--- src/cicb_pkg.sv ---
// shared types, constants and helpers for the clamped-border convolution engine
`default_nettype none

package cicb_pkg;

   // item kinds carried on req_tuser
   localparam logic [1:0] OpLoadWeight = 2'd0;
   localparam logic [1:0] OpWritePixel = 2'd1;
   localparam logic [1:0] OpCompute    = 2'd2;

   // register indexes on the csr channel
   localparam logic [2:0] CsrImageWidth   = 3'd0;
   localparam logic [2:0] CsrImageHeight  = 3'd1;
   localparam logic [2:0] CsrKernelWidth  = 3'd2;
   localparam logic [2:0] CsrKernelHeight = 3'd3;
   localparam logic [2:0] CsrChannelCount = 3'd4;

   // field widths
   localparam int SampleBits   = 8;
   localparam int Lanes        = 4;
   localparam int CoordBits    = 9;
   localparam int KernBits     = 3;
   localparam int TapBits      = 6;
   localparam int WeightBits   = 16;
   localparam int WordBits     = SampleBits * Lanes;
   localparam int ProdBits     = 24;
   localparam int AccBits      = 31;
   localparam int ReqDataBits  = 72;
   localparam int ReqUserBits  = 2;
   localparam int RspDataBits  = 32;
   localparam int CsrIndexBits = 3;
   localparam int CsrDataBits  = 9;

   // control that travels with one tap through the read and multiply stages
   typedef struct packed {
      logic valid;
      logic first;
      logic last;
   } tap_ctl_type;

   // clamp a window coordinate (two's complement, 11 bits) into 0..size-1
   function automatic logic [CoordBits-1:0] clamp_coord(input logic [10:0] raw,
                                                        input logic [CoordBits-1:0] size);
      logic [CoordBits-1:0] res;
      if (raw[10]) begin
         res = '0;
      end else if (raw[9:0] >= {1'b0, size}) begin
         res = size - CoordBits'(1);
      end else begin
         res = raw[CoordBits-1:0];
      end
      return res;
   endfunction

endpackage

`default_nettype wire

--- src/cicb_accum.sv ---
// per-channel multiply, accumulate and final truncate/saturate
`default_nettype none

module cicb_accum #(
   parameter int WEIGHT_FRAC_BITS = 12
) (
   input  wire logic                               clock,
   input  wire logic                               reset,
   input  wire cicb_pkg::tap_ctl_type              issue,
   input  wire logic [cicb_pkg::WeightBits-1:0]    weight,
   input  wire logic [cicb_pkg::WordBits-1:0]      word,
   input  wire logic [cicb_pkg::KernBits-1:0]      nch,
   output logic                                    done,
   output logic      [cicb_pkg::WordBits-1:0]      result
);
   import cicb_pkg::*;

   tap_ctl_type s1_ctl_ff;
   tap_ctl_type s2_ctl_ff;
   logic        done_ff;

   // control follows the memory read and the multiply register
   always_ff @(posedge clock) begin
      if (reset) begin
         s1_ctl_ff <= '0;
         s2_ctl_ff <= '0;
         done_ff   <= 1'b0;
      end else begin
         s1_ctl_ff <= issue;
         s2_ctl_ff <= s1_ctl_ff;
         done_ff   <= s2_ctl_ff.valid && s2_ctl_ff.last;
      end
   end

   assign done = done_ff;

   for (genvar c = 0; c < Lanes; c++) begin : g_lane
      logic signed [ProdBits-1:0] w_ext;
      logic signed [ProdBits-1:0] s_ext;
      logic signed [ProdBits-1:0] prod_ff;
      logic signed [AccBits-1:0]  acc_ff;
      logic signed [AccBits-1:0]  shifted;
      logic [SampleBits-1:0]      res;

      // weight sign-extended, sample zero-extended
      assign w_ext = ProdBits'($signed(weight));
      assign s_ext = $signed(ProdBits'(word[c*SampleBits +: SampleBits]));

      always_ff @(posedge clock) begin
         if (s1_ctl_ff.valid) begin
            prod_ff <= w_ext * s_ext;
         end
         if (s2_ctl_ff.valid) begin
            acc_ff <= s2_ctl_ff.first ? AccBits'(prod_ff) : acc_ff + AccBits'(prod_ff);
         end
      end

      // drop fraction bits, clip to 0..255, unused channels give zero
      assign shifted = acc_ff >>> WEIGHT_FRAC_BITS;

      always_comb begin
         if ((KernBits'(c) >= nch) || (acc_ff <= 0)) begin
            res = '0;
         end else if (shifted > AccBits'(255)) begin
            res = '1;
         end else begin
            res = shifted[SampleBits-1:0];
         end
      end

      assign result[c*SampleBits +: SampleBits] = res;
   end

endmodule

`default_nettype wire

--- config.mk ---
export PLATFORM = sky130hd
export DESIGN_NAME = cicb_accum
export DESIGN_NICKNAME = d
export VERILOG_FILES = /design/src/cicb_pkg.sv /design/src/cicb_accum.sv
export SDC_FILE = /design/constraint.sdc
export NUM_CORES = 2
export LEC_CHECK = 0
export ABC_CLOCK_PERIOD_IN_PS = 18000
export BUFFER_PORTS_ARGS = -buffer_cell sky130_fd_sc_hd__buf_4
export CAP_MARGIN = 20
export CORE_MARGIN = 10
export CORE_UTILIZATION = 25
export CTS_BUF_LIST = sky130_fd_sc_hd__clkbuf_16
export DETAILED_ROUTE_END_ITERATION = 8
export MAX_ROUTING_LAYER = met4
export PLACE_DENSITY = 0.42
export SYNTH_ARGS = -nofsm -noshare
export SYNTH_HDL_FRONTEND = slang
export SYNTH_SLANG_ARGS = --single-unit
--- constraint.sdc ---
create_clock -name clock -period 18 [get_ports clock]
set_input_delay 3.6 -clock clock [delete_from_list [all_inputs] [get_ports clock]]
set_output_delay 3.6 -clock clock [all_outputs]
set_load 0.1 [all_outputs]
; Word level (Yosys, flattened, before mapping)
; Cells that the tools add are included.
; W data, S select, Z words.
[classes]
addsub = 4
muxes = 12
mul = 4
magnitude_cmp = 12
n_reduce_logical = 5
[op_table]
columns = operator, n
row1 = $add A31 B24 Y31, 4
row2 = $le A31 B1 Y1 const B, 4
row3 = $mux W31, 4
row4 = $mul A16 B9 Y24, 4
row5 = $gt A19 B9 Y1 const B, 4
row6 = $mux W8, 8
row7 = $ge A1 B3 Y1 const A, 2
row8 = $ge A2 B3 Y1 const A, 2
row9 = $logic_or A1 B1 Y1, 4
row10 = $logic_and A1 B1 Y1, 1
[word_totals]
register_bits = 227
out_inout_bits = 33
wordCells = 52
input_bits = 56

; Longest topological paths before layout
[logic_depth]
ltp_word = 3
depth_mapped = 21
ltp_nobuf = 20

; Least setup slack after synthesis
; Ideal clock, no wire load.
[synth_timing]
path_kind = input port to output port
from = in nch[1] (netlist bit)
to = out result[16] (netlist bit)
path_buffers = 0
stages = 4
arrival_time_ns = 5.186
slack_ns = 9.214
required_time_ns = 14.400
cell_sequence = a21oi_1 > nor2_1 > o31ai_1 > nor2_1
[synth_via]
elab_chain_len = 3
[synth_rtl]
columns = item, line
row1 = start: declaration, cicb_accum.sv:12  ; input wire logic [cicb_pkg::KernBits-1:0] nch,
row2 = $ge A2 B3 Y1, cicb_accum.sv:62  ; if ((KernBits'(c) >= nch) || (acc_ff <= 0)) begin
row3 = $logic_or A1 B1 Y1, cicb_accum.sv:62
row4 = $mux W8, cicb_accum.sv:62
row5 = end: declaration, cicb_accum.sv:14  ; output logic [cicb_pkg::WordBits-1:0] result
; Every way passes these cells.

; Worst setup path in the final report
[layout_timing]
from = in nch[2] (netlist bit)
to = out result[26] (netlist bit)
; Same word-level chain as after synthesis.

==> flow_summary.yaml <==
timing:
  tns_ns: 0
  fmax_mhz: 115
  post-route-min-period_ns: 8.73
  skew_ns: 0.0276
  final-setup-viol-count: 0
  rsz0062_at_grt: "no"
  maxSlewHeadroom_pct: 37.0
  worst_pin_slew_ns: 0.944
  period_share_pct: 48.5
  finalHoldViolCount: 0
  slew_violations: 0
pwr:
  leakage_nw: 16.5
  peakVddDrop_v: 0.0000755
  powerDensity_nw_per_um2: 149
die:
  dieHeight_um: 378
  die_w_um: 378
  core_um2: 127000
  num_rows: 131
  start_util_pct: 25.1
  ioPinCount: 89
  die_area_um2: 143000
detailed_routing:
  firstDrtPassIters: 6
  dr_wl_met2_um: 37000
  routedWlPerCell_um: 15.6
  routed_wl_um: 81100
  drt-met1-wl_um: 40100
  ant_nets: 0
  vias_per_cell: 4.45
  dr.max_layer_used: "met4"
  vias: 23202
  route.detailed.drc: 0
  drt_iter0_markers: 1012
  met3_length_um: 2750
outcome:
  run_status: "finished clean"
critical_path:
  path_cells: "buf_4 > nor3b_1 > o21a_1 > buf_4"
  worstSetupPathType: "in -> out"
  path_common_cell: "buf_4"
  cp_slowest_cell: "nor3b_1"
  critPathMaxFanout: 8
  critPathCaptureType: "primary output"
  required_ns: 14.40
  slowest_delay_ns: 0.79
  r2r_cells: 11
  worst_setup_path_start_kind: "input pin"
  cp.arrival_ns: 5.13
final_layout:
  final_cells: 5215
  multi_input_area_um2: 22400
  final_cell_mix: "653 x inv_1, 433 x nand2_1, 404 x fa_1"
  drive_gt1_share_pct: 4.51
  layout.cells.most_common: "inv_1"
  layout.nets: 4299
  n_fill_cell: 13533
  seqCellArea_um2: 6760
  final_area_um2: 35400
  area_growth_pct: 10.4
placement:
  post-dp-hpwl_um: 62400
  portBuffers: 88
  place_inst: 5160
  post_dp_cell_area_um2: 34400
  place_congestion: 0.774
global_routing:
  grt_first_pass_wirelength_um: 134000
  grt_antenna_before_repair: 6
  overflow: 0
  grt_usage_pct: 11.8
  grt_pass1_vias: 24599
  grt_max_degree: 85
clocking:
  cts.clk_slew.worst_paths_ns: 0.05
  clockBufferDepth: 3
  cts_hold_buf: 0
  numCtsBuffers: 31
  cts_tree: "done"
  cts_num_sinks: 227
  post_cts_buffers: 0
  h-tree-depth: 1
  cts-root-buf: "clkbuf_16"
  cts_resized: 0
  clock_latency_ns: 0.60
synthesis:
  synth_area_um2: 32000
  synth-seq-area-share_pct: 21.1
  syn_inst: 3520
  syn_nets: 4288
  ys_warn_count: 0
  ys_ff_latch: 227
  ys_types: 75
  syn_area_per_cell_um2: 9.10
  synth_ff_type: "edfxtp_1"
  ys_async_sr_fraction_pct: 0
  synth-edff-count: 220
hold_path:
  min_path_cells: 2
  hold_path_class: "reg -> reg"
job:
  cap_violations: 0
==> layout make-up <==
| type | instances | share of cell area [%] |
|---|---|---|
| clock inverters | 20 | 0.541 |
| multi-input cells | 2526 | 63.3 |
| diodes | 4 | 0.0283 |
| repair buffers | 96 | 2.04 |
| well taps | 1662 | 5.88 |
| inverters | 649 | 6.89 |
| clock buffers | 31 | 2.19 |
| flip-flops and latches | 227 | 19.1 |
==> worst max-delay path, delay by kind of cell <==
family	cells	cell delay, ns
compound gates	1	0.24
buf+inv	2	0.49
simple gates	1	0.79
==> kinds of logic after synthesis <==
family          Yosys count  synth area share, %
compound gates          593                 11.5
xor+xnor                196                 5.36
fa+ha+maj               712                 37.3
buf+inv                 767                 8.99
flops                   227                 21.1
mux                      10                0.336
simple gates           1015                 15.4
==> routing by layer <==
metal	track usage [%]	up-vias
li1	-	11388
met1	16.1	11508
met2	18.9	252
met3	1.34	54
met4	2.06	0
met5	-	-
==> state kept, by name, summed over array words and instances (netlist names) <==
| name | cells |
|---|---|
| done | 1 |
| g_lane.acc_ff | 124 |
| g_lane.prod_ff | 96 |
| s1_ctl_ff | 3 |
| s2_ctl_ff | 3 |
==> synth_stat cells (22+ instances only) <==
library cell / number / share of area, %
inv_1: 649 / 7.6
nand2_1: 433 / 5.1
fa_1: 404 / 25
ha_1: 308 / 12
and2_1: 254 / 5.0
edfxtp_1: 220 / 21
o21ai_0: 170 / 2.7
a21oi_1: 153 / 2.4
nor2_1: 127 / 1.5
xnor2_1: 115 / 3.1
clkbuf_1: 114 / 1.3
a21o_1: 95 / 2.2
xor2_1: 81 / 2.2
nand3_1: 33 / 0.52
nand2b_1: 28 / 0.55
nor2b_1: 28 / 0.55
nor4_1: 28 / 0.55
o21bai_1: 28 / 0.66
o21a_1: 27 / 0.63
a31oi_1: 22 / 0.43
nor3_1: 22 / 0.34
==> metrics by stage <==
stage	total power, mW	setup slack, ns	utilization (%)	hold slack, ns
2_1_floorplan	3.93	9.21	-	0.395
3_3_place_gp	4.72	9.18	27.0	0.418
3_5_place_dp	4.72	9.16	27.0	0.419
4_1_cts	5.37	9.19	27.8	0.426
5_1_grt	5.91	9.11	27.8	0.431
6_report	5.28	9.27	27.8	0.419
==> worst paths after layout <==
| kind | startpoint | endpoint | slack [ns] |
|---|---|---|---|
| hold reg to reg | s2_ctl_ff[0] | done | 0.42 |
| setup reg to reg | g_lane[3].prod_ff[1] | g_lane[3].acc_ff[25] | 14.45 |
| hold / removal | s2_ctl_ff[0] | done | 0.42 |
| setup / recovery | nch[2] | result[26] | 9.27 |
==> power breakdown <==
part / internal [mW] / switching [mW] / total [mW]
Sequential: 0.946 / 0.126 / 1.07
Combinational: 1.56 / 2.03 / 3.60
Clock: 0.363 / 0.245 / 0.608
Total: 2.87 / 2.41 / 5.28
No activity file was read; power rests on OpenSTA's default activity.
