File: src/cicb_pkg.sv
// shared types, constants and helpers for the clamped-border convolution engine
`default_nettype none

package cicb_pkg;

   // item kinds carried on req_tuser
   localparam logic [1:0] OpLoadWeight = 2'd0;
   localparam logic [1:0] OpWritePixel = 2'd1;
   localparam logic [1:0] OpCompute    = 2'd2;

   // register indexes on the csr channel
   localparam logic [2:0] CsrImageWidth   = 3'd0;
   localparam logic [2:0] CsrImageHeight  = 3'd1;
   localparam logic [2:0] CsrKernelWidth  = 3'd2;
   localparam logic [2:0] CsrKernelHeight = 3'd3;
   localparam logic [2:0] CsrChannelCount = 3'd4;

   // field widths
   localparam int SampleBits   = 8;
   localparam int Lanes        = 4;
   localparam int CoordBits    = 9;
   localparam int KernBits     = 3;
   localparam int TapBits      = 6;
   localparam int WeightBits   = 16;
   localparam int WordBits     = SampleBits * Lanes;
   localparam int ProdBits     = 24;
   localparam int AccBits      = 31;
   localparam int ReqDataBits  = 72;
   localparam int ReqUserBits  = 2;
   localparam int RspDataBits  = 32;
   localparam int CsrIndexBits = 3;
   localparam int CsrDataBits  = 9;

   // control that travels with one tap through the read and multiply stages
   typedef struct packed {
      logic valid;
      logic first;
      logic last;
   } tap_ctl_type;

   // clamp a window coordinate (two's complement, 11 bits) into 0..size-1
   function automatic logic [CoordBits-1:0] clamp_coord(input logic [10:0] raw,
                                                        input logic [CoordBits-1:0] size);
      logic [CoordBits-1:0] res;
      if (raw[10]) begin
         res = '0;
      end else if (raw[9:0] >= {1'b0, size}) begin
         res = size - CoordBits'(1);
      end else begin
         res = raw[CoordBits-1:0];
      end
      return res;
   endfunction

endpackage

`default_nettype wire

File: src/cicb_weight_store.sv
// kernel weight store, indexed by tap position
`default_nettype none

module cicb_weight_store #(
   parameter int MAX_KERNEL = 7
) (
   input  wire logic                               clock,
   input  wire logic                               wr_en,
   input  wire logic [cicb_pkg::TapBits-1:0]       wr_tap,
   input  wire logic [cicb_pkg::WeightBits-1:0]    wr_weight,
   input  wire logic                               rd_en,
   input  wire logic [cicb_pkg::TapBits-1:0]       rd_tap,
   output logic      [cicb_pkg::WeightBits-1:0]    rd_weight
);
   import cicb_pkg::*;

   localparam int Depth    = MAX_KERNEL * MAX_KERNEL;
   localparam int AddrBits = (Depth > 1) ? $clog2(Depth) : 1;

   logic [WeightBits-1:0] mem [Depth];
   logic [WeightBits-1:0] rd_weight_ff;
   logic                  wr_ok;

   // loads beyond the kernel area are dropped
   assign wr_ok = int'(wr_tap) < Depth;

   // single write port, registered read port
   always_ff @(posedge clock) begin
      if (wr_en && wr_ok) begin
         mem[AddrBits'(wr_tap)] <= wr_weight;
      end
      if (rd_en) begin
         rd_weight_ff <= mem[AddrBits'(rd_tap)];
      end
   end

   assign rd_weight = rd_weight_ff;

endmodule

`default_nettype wire

File: config.mk
export PLATFORM = sky130hd
export DESIGN_NAME = cicb_weight_store
export DESIGN_NICKNAME = d
export VERILOG_FILES = /design/src/cicb_pkg.sv /design/src/cicb_weight_store.sv
export SDC_FILE = /design/constraint.sdc
export NUM_CORES = 1
export LEC_CHECK = 0
export ABC_CLOCK_PERIOD_IN_PS = 4000
export BUFFER_PORTS_ARGS = -buffer_cell sky130_fd_sc_hd__buf_2
export CORE_MARGIN = 1.5
export CORE_UTILIZATION = 40
export DETAILED_ROUTE_END_ITERATION = 6
export PLACE_DENSITY = 0.64
export SYNTH_ARGS = -nofsm -noshare
export SYNTH_HDL_FRONTEND = slang
export SYNTH_SLANG_ARGS = --single-unit
File: constraint.sdc
create_clock -name clock -period 4 [get_ports clock]
set_input_delay 0.8 -clock clock [delete_from_list [all_inputs] [get_ports clock]]
set_output_delay 0.8 -clock clock [all_outputs]
set_load 0.02 [all_outputs]
Word level (Yosys, flattened, before mapping)
Memories as Yosys holds them, arrays and structs flattened. A register that Yosys moved wholly into a read port is not among the register bits.
Cells that the tools add are included.
Widths: inputs -> output; s select.
{"block": "op_classes", "magnitude_cmp": 1, "mux": 2, "n_reduce_logical": 1}
{"op": "$lt 6x6->1 const B", "n": 1}
{"op": "$mux 1", "n": 2}
{"op": "$logic_and 1x1->1", "n": 1}
{"block": "word_totals", "regBits": 0, "mem_bits_rw": 784, "output_inout_bits": 16, "n_memories": 1}
{"memory": "mem", "depth": 49, "width": 16, "read_ports": 1, "rd_ports_with_merged_regs": 1, "wr": 1, "line": "cicb_weight_store.sv:20", "source": "logic [WeightBits-1:0] mem [Depth];"}

Logic depth before layout (Yosys ltp)
Gate-level depths: netlist of run 1.
{"block": "depth", "ltp_word": 4, "ltp_mapped": 8, "depth_no_buf": 5}

Least setup slack after synthesis of run 1
No wires, ideal clock.
{"block": "synth_timing", "kind": "input port to flip-flop", "from": "input port wr_tap[5] in the netlist's numbering", "to": "memory mem[38][0], enable pin", "arrival_ns": 2.346, "slack_ns": 1.266, "path_stages": 4, "n_path_buf": 2, "path_cell_list": "clkbuf_1 or3b_2 clkbuf_1 nor2_1"}
{"block": "synth_via", "elab_chain_len": 4}
{"element": "start, declared", "line": "cicb_weight_store.sv:9", "source": "input wire logic [cicb_pkg::TapBits-1:0] wr_tap,"}
{"element": "$lt 6x6->1", "line": "cicb_weight_store.sv:25", "source": "assign wr_ok = int'(wr_tap) < Depth;"}
{"element": "$logic_and 1x1->1", "line": "cicb_weight_store.sv:29", "source": "if (wr_en && wr_ok) begin"}
{"element": "$mux 1", "line": "cicb_weight_store.sv:29"}
{"element": "$mux 1 (implied by the code)", "line": "cicb_weight_store.sv:30", "source": "mem[AddrBits'(wr_tap)] <= wr_weight;"}
{"element": "end, declared", "line": "cicb_weight_store.sv:20"}
Parallel ways exist; a longest one is shown, timed or not.

==> metrics, run 1 <==
largest net degree at the start of global routing 67; Pleak 11.04 nW; max_cap viols 0; # hold bufs at CTS 0; number of H-tree levels 3; Final Setup Violations 0; crit end category register; final net count 1,513; total wire length 71,150 µm; R2R cell count 5; Die Wd 279.4 µm; CP Class primary input to register; CP max-delay cell a211oi_1; via count 14,404; routed length per instance 28.20 µm; vias per inst 5.709; status finished, final reports clean; Synth warnings 0; Sw Share 0.2042; TritonCTS clock tree done; total clock sinks 800; first-pass GRT wire length 103,200 µm; FF+latch count, synth 800; Clock power frac 0.421; Fin Setup TNS 0 ns; Syn Area/Cell 22.91 µm²; RSZ-0062 raised after global routing no; Core Footprint 0.07582 mm²; antenna cells 0; Critical Path Start Type primary input; Clock Pin Slew Worst Setup and Hold Paths 0.06 ns; launch point of the worst reg-to-reg path mem[47][13]; vias in the first global route 14,664; # rows 101; Distinct cells, synth 34; Initial Utilization 0.4030; main flop type after synthesis edfxtp_1; Die ar. 0.07806 mm²; R2R Setup Slk 1.57 ns; Hold Path Class register to register; power per cell area 501.0 mW/mm²; initial antenna violation count 3; Critical Path Sink rd_weight[2]; Routed Antenna Nets 0; Design Power 0.01752 W; Initial DRC Count 1,642; Detail Placement HPWL 42,680 µm; # DRC 0; Net Sw Power 0.003577 W; critical path required time 4.33 ns; Worst Setup SP rd_tap[0]; Int Pwr 0.01394 W; Root Driver clkbuf_16; Finished Core Util 0.4612; sequential power share 0.532; terminus of the critical flop-to-flop path rd_weight[13]; I/O pins 47; largest cells by area after synthesis edfxtp_1 79%, mux4_2 14%, mux2i_1 1.5%, nor2_1 0.77%, o22ai_1 0.59%; clock skew 0.02344 ns; worst-path maximum fanout 37; drt first pass iters 5; share of layout cells above drive strength 1 0.2951; Slew Limit Fails 0; slowest stage delay, CP 0.68 ns; Post-synth EDFFs 800; Synth area leader edfxtp_1; total gr overflow 0; fmax 338.2 MHz; worst-margin pin slew 1.090 ns; Max Root-Sink Buffers 3; period utilization 0.7391; Worst-Skew Late Latency 0.62 ns; syn_nets 1,365; Crit path arrival time 3.29 ns; total count of hold-check failures in the final report 0; part of the Yosys area used for sequential elements 0.7862; GRT Total Usage 0.1852; Area growth syn-to-layout 14.44%; die height 279.4 µm; IO Port Bufs 46; cell count after synthesis 1,334; total CTS buffers 78; ys async rst share 0; CP Cell Sequence buf_8 > buf_4 > mux4_2 > mux2i_1 > nor2_1 > a211oi_1 > nand2_1; GP Congestion 0.8127; # Post-CTS Setup Buffers 0; final hold slack 0.5443 ns; Synth top area share 0.7862; Rel. slew slack 0.2736; post-CTS sizing 0; Comb pwr share 0.047; Max VDD drop 320.2 µV; post-synthesis instance area 0.03056 mm²; Final min period 2.956 ns
-- state kept, by name (all words and copies together), names as in the netlist --
register and count:
mem 784, rd_weight 16
-- stage by stage --
step	cells	cell area, µm²	setup WS (ns)
after CTS	2523	34970	1.092
after global placement	2380	32400	0.4423
after global routing	2523	34970	0.9396
after detailed placement	2380	32400	0.4334
final	2523	34970	1.044
after floorplan	1334	30560	1.266
-- cell usage in the layout (no fill, tap or decap), drive strengths merged, types with 2 or more instances in the layout --
cell,count
o22ai,29
nand2b,2
buf,137
mux2i,47
or3,3
nand2,20
nand3,3
mux4,192
a21oi,17
or3b,2
nor2b,5
and2,8
o21ai,6
nor2,63
inv,4
o41ai,6
nand3b,6
o22a,6
bufinv,10
a22oi,15
edfxtp,800
o221ai,6
clkinv,35
clkbuf,93
a211oi,9
mux2,12
-- Yosys cell counts (all sizes together) (2+ instances only) --
cell and count:
a22oi 15, a211oi 9, mux4 192, or3 3, o21ai 6, clkbuf 16, or3b 2, nor2 63
mux2i 47, nand3b 6, and2 8, edfxtp 800, o22ai 29, o41ai 6, a21oi 17, buf 53
mux2 12, nand3 3, o221ai 6, nand2 20, nor2b 5, nand2b 2, o22a 6
-- critical path: cells and delay by family --
kind            cells  cell delay (ns)
compound gates      1             0.68
mux                 2             0.78
simple gates        2             0.22
buf+inv             2             0.73
-- power by group through the flow --
stage	logic [W]	registers [W]	clock network, W
after floorplan	0.000447	0.00950	0
after global placement	0.000826	0.00949	0
after detailed placement	0.000839	0.00950	0
after CTS	0.000841	0.00932	0.00751
after global routing	0.000885	0.00932	0.00780
final	0.000831	0.00932	0.00737
-- final cells by class --
cell class | count | area (µm²)
Clock inverter | 50 | 490.5
Multi-Input combinational cell | 465 | 6135
Tap cell | 978 | 1224
Sequential cell | 800 | 24020
Timing Repair Buffer | 137 | 1023
Fill cell | 6154 | 40860
Clock buffer | 93 | 2072
-- kinds of logic after synthesis --
logic type             share of synthesized area
buffers and inverters                    0.01335
AOI/OAI and AO/OA                        0.02178
DFF                                       0.7862
muxes                                     0.1613
and+or+nand+nor                          0.01732
-- per-layer routing --
metal	vias up	routed length [µm]	GRT usage
met5	-	13	0
met4	2	1201	0.05087
met3	84	5716	0.03962
met2	539	34680	0.2965
met1	7798	29540	0.2583
li1	5981	-	-
-- worst min-delay path by stage --
stage | start | end | slack, ns | depth (start not counted)
4_1_cts | mem[48][1] | rd_weight[1] | 0.55 | 2
6_report | mem[48][1] | rd_weight[1] | 0.54 | 2
3_5_place_dp | mem[48][1] | rd_weight[1] | 0.54 | 2
2_1_floorplan | mem[48][10] | rd_weight[10] | 0.51 | 2
5_1_grt | mem[48][1] | rd_weight[1] | 0.57 | 2
3_3_place_gp | mem[48][9] | rd_weight[9] | 0.53 | 2
Power figures use the tool's default switching activity.
==> inputs of run 2 (changes only) <==
--- a/config.mk
+++ b/config.mk
@@ -5,12 +5,12 @@
 export SDC_FILE = /design/constraint.sdc
 export NUM_CORES = 1
 export LEC_CHECK = 0
-export ABC_CLOCK_PERIOD_IN_PS = 4000
+export ABC_CLOCK_PERIOD_IN_PS = 2700
 export BUFFER_PORTS_ARGS = -buffer_cell sky130_fd_sc_hd__buf_2
 export CORE_MARGIN = 1.5
 export CORE_UTILIZATION = 40
 export DETAILED_ROUTE_END_ITERATION = 6
-export PLACE_DENSITY = 0.64
+export PLACE_DENSITY = 0.66
 export SYNTH_ARGS = -nofsm -noshare
 export SYNTH_HDL_FRONTEND = slang
 export SYNTH_SLANG_ARGS = --single-unit
==> constraint.sdc (replaced) <==
create_clock -name clock -period 2.7 [get_ports clock]
set_input_delay 0.54 -clock clock [delete_from_list [all_inputs] [get_ports clock]]
set_output_delay 0.54 -clock clock [all_outputs]
set_load 0.02 [all_outputs]
==> run 2 against run 1 <==
Effect of this change: count of clock-buffer cells in the layout up 1; cell count up 1.4%; critical endpoint is now rd_weight[15]; clock power up 40%.
==> metrics, run 2 (synthesis gave the netlist of run 1 again) <==
status finished, final reports clean; drt first pass iters 5 (unchanged); fin area 0.03521 mm² (+0.70%); total clock sinks 800 (unchanged); # Post-CTS Setup Buffers 0 (unchanged); setup slack after placement -0.08227 ns (-0.5157 ns); Detail Placement HPWL 43,350 µm (+1.6%); Top reg by flops mem; largest net degree at the start of global routing 55 (-18%); Worst-Skew Late Latency 0.63 ns (about the same); final worst slack 0.4579 ns (-0.5857 ns); share of layout cells above drive strength 1 0.3131 (+0.01795); terminus of the critical flop-to-flop path rd_weight[15]; Clock Pin Slew Worst Setup and Hold Paths 0.06 ns (about the same); crit end category register; Placed Area 0.03284 mm² (+1.3%); Pleak 11.19 nW (+1.4%); Initial DRC Count 1,658 (+0.97%); first-pass GRT wire length 104,400 µm (+1.2%); Critical Path Sink rd_weight[15]; period utilization 0.8304; worst-margin pin slew 1.017 ns (-0.07236 ns); Die Wd 279.4 µm (unchanged); total count of hold-check failures in the final report 0 (unchanged); Critical Path Start Type primary input; post-CTS sizing 0 (unchanged); sequential power share 0.544 (+0.012); critical path required time 3.05 ns (-1.28 ns); fmax 446.0 MHz; Sw Share 0.2088 (+0.004607); # hold bufs at CTS 0 (unchanged); # DRC 0 (unchanged); number of H-tree levels 3 (unchanged); most common cell after layout, fill and taps aside edfxtp_1; worst hold stages 2 (unchanged); total CTS buffers 78 (unchanged); routed length per instance 28.06 µm (-0.51%); Initial Utilization 0.4030 (unchanged); Die ar. 0.07806 mm² (unchanged); Worst Setup SP rd_tap[2]; Slew Limit Fails 0 (unchanged); Net Sw Power 0.005303 W (+48%); launch point of the worst reg-to-reg path mem[23][15]; CP Class primary input to register; Design Power 0.02540 W (+45%); die height 279.4 µm (unchanged); Comb pwr share 0.052 (+0.005); layout filler cell count 6,140 (-0.23%); most frequent cells in the layout 800 x edfxtp_1, 192 x mux4_2, 117 x buf_4; final net count 1,555 (+2.8%); Clock power frac 0.405 (-0.016); R2R Setup Slk 0.50 ns (-1.07 ns); antenna cells 0 (unchanged); Routed Antenna Nets 0 (unchanged); max_cap viols 0 (unchanged); Rel. slew slack 0.3218 (+0.04824); TritonCTS clock tree done; worst-path maximum fanout 31 (-16%); power per cell area 721.3 mW/mm² (+44%); vias in the first global route 14,799 (+0.92%); # rows 101 (unchanged); Int Pwr 0.02010 W (+44%); initial antenna violation count 6 (+3); Hold Path Class primary input to register; Root Driver clkbuf_16; Max Root-Sink Buffers 3 (unchanged); total gr overflow 0 (unchanged); GP Congestion 0.8566 (+5.4%); vias per inst 5.676 (-0.57%); number of flip-flops in the largest register 784 (unchanged); via count 14,526 (+0.85%); total wire length 71,800 µm (+0.91%); Final Setup Violations 0 (unchanged); RSZ-0062 raised after global routing no; Area growth syn-to-layout 15.24%; clock skew 0.02013 ns (-0.003305 ns); Final min period 2.242 ns; Crit path arrival time 2.60 ns (-0.69 ns); Max VDD drop 334.3 µV (+4.4%); I/O pins 47 (unchanged); Core Footprint 0.07582 mm² (unchanged); IO Port Bufs 46 (unchanged); Finished Core Util 0.4644 (+0.003234); GRT Total Usage 0.1862 (+0.001071); R2R cell count 5 (unchanged); final hold slack 0.3750 ns (-0.1693 ns)
-- run 2: cell type report --
class | count | area (µm²) | area share
Sequential cell | 800 | 24020 | 0.6822
Timing Repair Buffer | 179 | 1451 | 0.04122
Clock inverter | 43 | 320.3 | 0.009096
Multi-Input combinational cell | 465 | 6140 | 0.1744
Tap cell | 978 | 1224 | 0.03475
Clock buffer | 94 | 2054 | 0.05834
-- run 2: routing by layer --
layer / global-route usage / routed length, µm / vias to the layer above / part of all wire
li1: - / - / 6051 / -
met1: 0.2572 / 29690 / 7764 / 0.41
met2: 0.2900 / 34080 / 590 / 0.47
met3: 0.04712 / 6175 / 111 / 0.086
met4: 0.06306 / 1804 / 10 / 0.025
met5: 0 / 59 / - / 0.00082
-- run 2: worst max-delay path, stage by stage --
cell and delay, ns:
buf_6 0.36, buf_4 0.23, buf_4 0.10, mux4_2 0.27
mux2i_1 0.23, o22ai_1 0.18, a211oi_1 0.54, nand2_1 0.11
-- run 2: stage by stage --
step / cells / setup TNS (ns)
after global routing: 2559 / 0
after CTS: 2559 / 0
after detailed placement: 2422 / -0.2186
after global placement: 2422 / -0.1515
final: 2559 / 0
after floorplan: 1334 / 0
-- run 2: power groups by stage --
stage / logic [W] / clock network [W] / registers, W
2_1_floorplan: 0.000662 / 0 / 0.0141
3_3_place_gp: 0.00129 / 0 / 0.0141
3_5_place_dp: 0.00132 / 0 / 0.0141
4_1_cts: 0.00132 / 0.0105 / 0.0138
5_1_grt: 0.00139 / 0.0109 / 0.0138
6_report: 0.00131 / 0.0103 / 0.0138
-- run 2: how the worst min path moves through the flow --
stage / start / to / slack, ns
after floorplan: mem[48][10] / rd_weight[10] / 0.51
after global placement: mem[48][15] / rd_weight[15] / 0.60
after detailed placement: mem[48][15] / rd_weight[15] / 0.61
after CTS: wr_tap[3] / mem[48][2] / 0.33
after global routing: wr_tap[3] / mem[48][2] / 0.38
final: wr_tap[3] / mem[48][15] / 0.38
==> inputs of run 3 (changes only) <==
--- a/config.mk
+++ b/config.mk
@@ -5,12 +5,12 @@
 export SDC_FILE = /design/constraint.sdc
 export NUM_CORES = 1
 export LEC_CHECK = 0
-export ABC_CLOCK_PERIOD_IN_PS = 2700
+export ABC_CLOCK_PERIOD_IN_PS = 2300
 export BUFFER_PORTS_ARGS = -buffer_cell sky130_fd_sc_hd__buf_2
 export CORE_MARGIN = 1.5
 export CORE_UTILIZATION = 40
 export DETAILED_ROUTE_END_ITERATION = 6
-export PLACE_DENSITY = 0.66
+export PLACE_DENSITY = 0.64
 export SYNTH_ARGS = -nofsm -noshare
 export SYNTH_HDL_FRONTEND = slang
 export SYNTH_SLANG_ARGS = --single-unit
==> constraint.sdc (replaced) <==
create_clock -name clock -period 2.3 [get_ports clock]
set_input_delay 0.46 -clock clock [delete_from_list [all_inputs] [get_ports clock]]
set_output_delay 0.46 -clock clock [all_outputs]
set_load 0.02 [all_outputs]
==> run 3 against run 2 <==
Effect of this change: via count up 2.0%; die area unchanged; clock skew up 0.0047 ns; setup slack worse by 0.27 ns; cell count up 2.9%; sequential share of layout area down 2.1 points; critical endpoint is now rd_weight[7]; largest cell class unchanged; largest power group unchanged.
==> metrics, run 3 (synthesis gave the netlist of run 1 again) <==
terminus of the critical flop-to-flop path rd_weight[7]; TritonCTS clock tree done; R2R cell count 5 (unchanged); Hold Startpoint wr_weight[10]; GP Congestion 0.8835 (+3.1%); hold endpoint mem[11][10]; vias per inst 5.631 (-0.80%); CP max-delay cell mux4_2; total wire length 73,100 µm (+1.8%); most frequent cells in the layout 800 x edfxtp_1, 192 x mux4_2, 134 x buf_4; routed length per instance 27.77 µm (-1.0%); GRT Total Usage 0.1903 (+0.004017); Die ar. 0.07806 mm² (unchanged); CP Class register to register; status finished, final reports clean; launch point of the worst reg-to-reg path mem[18][7]; Pleak 11.66 nW (+4.2%); layout filler cell count 6,059 (-1.3%); most common cell after layout, fill and taps aside edfxtp_1; Max VDD drop 516.4 µV (+54%); sequential power share 0.534 (-0.010); CP Cell Sequence mux4_2 > mux2i_1 > o22ai_1 > a211oi_1 > nand2_1; worst-margin pin slew 0.6636 ns (-0.3537 ns); Crit path arrival time 2.47 ns (-0.13 ns); # DRC 0 (unchanged); DP Cell Count 2,483 (+2.5%); Slew Limit Fails 0 (unchanged); Clock power frac 0.411 (+0.006); critical path required time 2.66 ns (-0.39 ns); Clock Pin Slew Worst Setup and Hold Paths 0.06 ns (about the same); number of H-tree levels 3 (unchanged); Critical Path Start Type register; Finished Core Util 0.4794 (+0.01497); crit end category register; Worst-Skew Late Latency 0.63 ns (about the same); share of layout cells above drive strength 1 0.3319 (+0.01883); period utilization 0.9173; vias in the first global route 15,101 (+2.0%); clock skew 0.02481 ns (+0.004676 ns); number of flip-flops in the largest register 784 (unchanged); fmax 474.0 MHz; total CTS buffers 83 (+6.4%); # rows 101 (unchanged); # hold bufs at CTS 0 (unchanged); Rel. slew slack 0.5576 (+0.2358); Routed Antenna Nets 0 (unchanged); Die Wd 279.4 µm (unchanged); final net count 1,621 (+4.2%); total clock sinks 800 (unchanged); power per cell area 834.8 mW/mm² (+16%); Net Sw Power 0.006339 W (+20%); Detail Placement HPWL 46,020 µm (+6.2%); Max Root-Sink Buffers 3 (unchanged); final hold slack 0.3364 ns (-0.03862 ns); Initial Utilization 0.4030 (unchanged); R2R Setup Slk 0.19 ns (-0.31 ns); Comb pwr share 0.055 (+0.003); largest net degree at the start of global routing 50 (-9.1%); IO Port Bufs 46 (unchanged); RSZ-0062 raised after global routing no; Top reg by flops mem; worst-path maximum fanout 1 (-97%); total gr overflow 0 (unchanged); Area growth syn-to-layout 18.96%; die height 279.4 µm (unchanged); slowest stage delay, CP 0.47 ns (-0.07 ns); drt first pass iters 5 (unchanged); Final Setup Violations 0 (unchanged); Core Footprint 0.07582 mm² (unchanged); via count 14,821 (+2.0%); Sw Share 0.2089 (about the same); Finished Layout Cells 2,632 (+2.9%); max_cap viols 0 (unchanged); Int Pwr 0.02400 W (+19%); # Post-CTS Setup Buffers 0 (unchanged); total count of hold-check failures in the final report 0 (unchanged); Initial DRC Count 1,780 (+7.4%); first-pass GRT wire length 106,300 µm (+1.8%); Final min period 2.110 ns; Hold Path Class primary input to register; post-CTS sizing 0 (unchanged); Root Driver clkbuf_16; initial antenna violation count 9 (+3); worst hold stages 1 (-1); I/O pins 47 (unchanged)
-- run 3: metal layers --
metal / vias up / wire length [µm] / share of wire / track usage
met5: - / 53 / 0.00073 / 0
met4: 8 / 1553 / 0.021 / 0.05364
met3: 101 / 6197 / 0.085 / 0.03820
met2: 583 / 35080 / 0.48 / 0.3009
met1: 7930 / 30220 / 0.41 / 0.2700
li1: 6199 / - / - / -
-- run 3: worst max-delay path, delay by kind of cell (launching register included) --
family / cells / cell delay (ns)
mux: 2 / 0.79
compound gates: 2 / 0.54
flops: 1 / 0.38
simple gates: 1 / 0.13
-- run 3: layout make-up --
type                            instances  area, µm²  share of cell area
Tap cell                              978       1224             0.03367
Clock inverter                         42      284.0            0.007814
Multi-Input combinational cell        465       6130              0.1686
Sequential cell                       800      24020              0.6609
Clock buffer                          104       2220             0.06107
Timing Repair Buffer                  240       2460             0.06768
Antenna cell                            3      7.507           0.0002065
-- run 3: worst max-delay path by stage --
stage                     from           end  slack, ns
CTS                 mem[30][5]  rd_weight[5]       0.18
detailed placement   rd_tap[0]  rd_weight[7]      -0.38
floorplan            wr_tap[5]    mem[39][0]      -0.09
finish              mem[18][7]  rd_weight[7]       0.19
global placement     rd_tap[0]  rd_weight[7]      -0.34
global route        mem[23][7]  rd_weight[7]       0.08
-- run 3: power by group through the flow --
| stage | clock network (W) | logic (W) | registers [W] |
|---|---|---|---|
| floorplan | 0 | 0.000777 | 0.0165 |
| global placement | 0 | 0.00164 | 0.0165 |
| detailed placement | 0 | 0.00167 | 0.0165 |
| CTS | 0.0127 | 0.00168 | 0.0162 |
| global route | 0.0132 | 0.00176 | 0.0162 |
| finish | 0.0125 | 0.00166 | 0.0162 |
-- run 3: per-stage QoR --
step	setup TNS [ns]	power, W	setup slack, ns	instance area [µm²]
5_1_grt	0	0.03120	0.08449	36340
6_report	0	0.03034	0.1903	36350
2_1_floorplan	-11.60	0.01730	-0.09405	30560
3_3_place_gp	-4.119	0.01816	-0.3391	33840
3_5_place_dp	-4.446	0.01819	-0.3760	33840
4_1_cts	0	0.03056	0.1815	36340
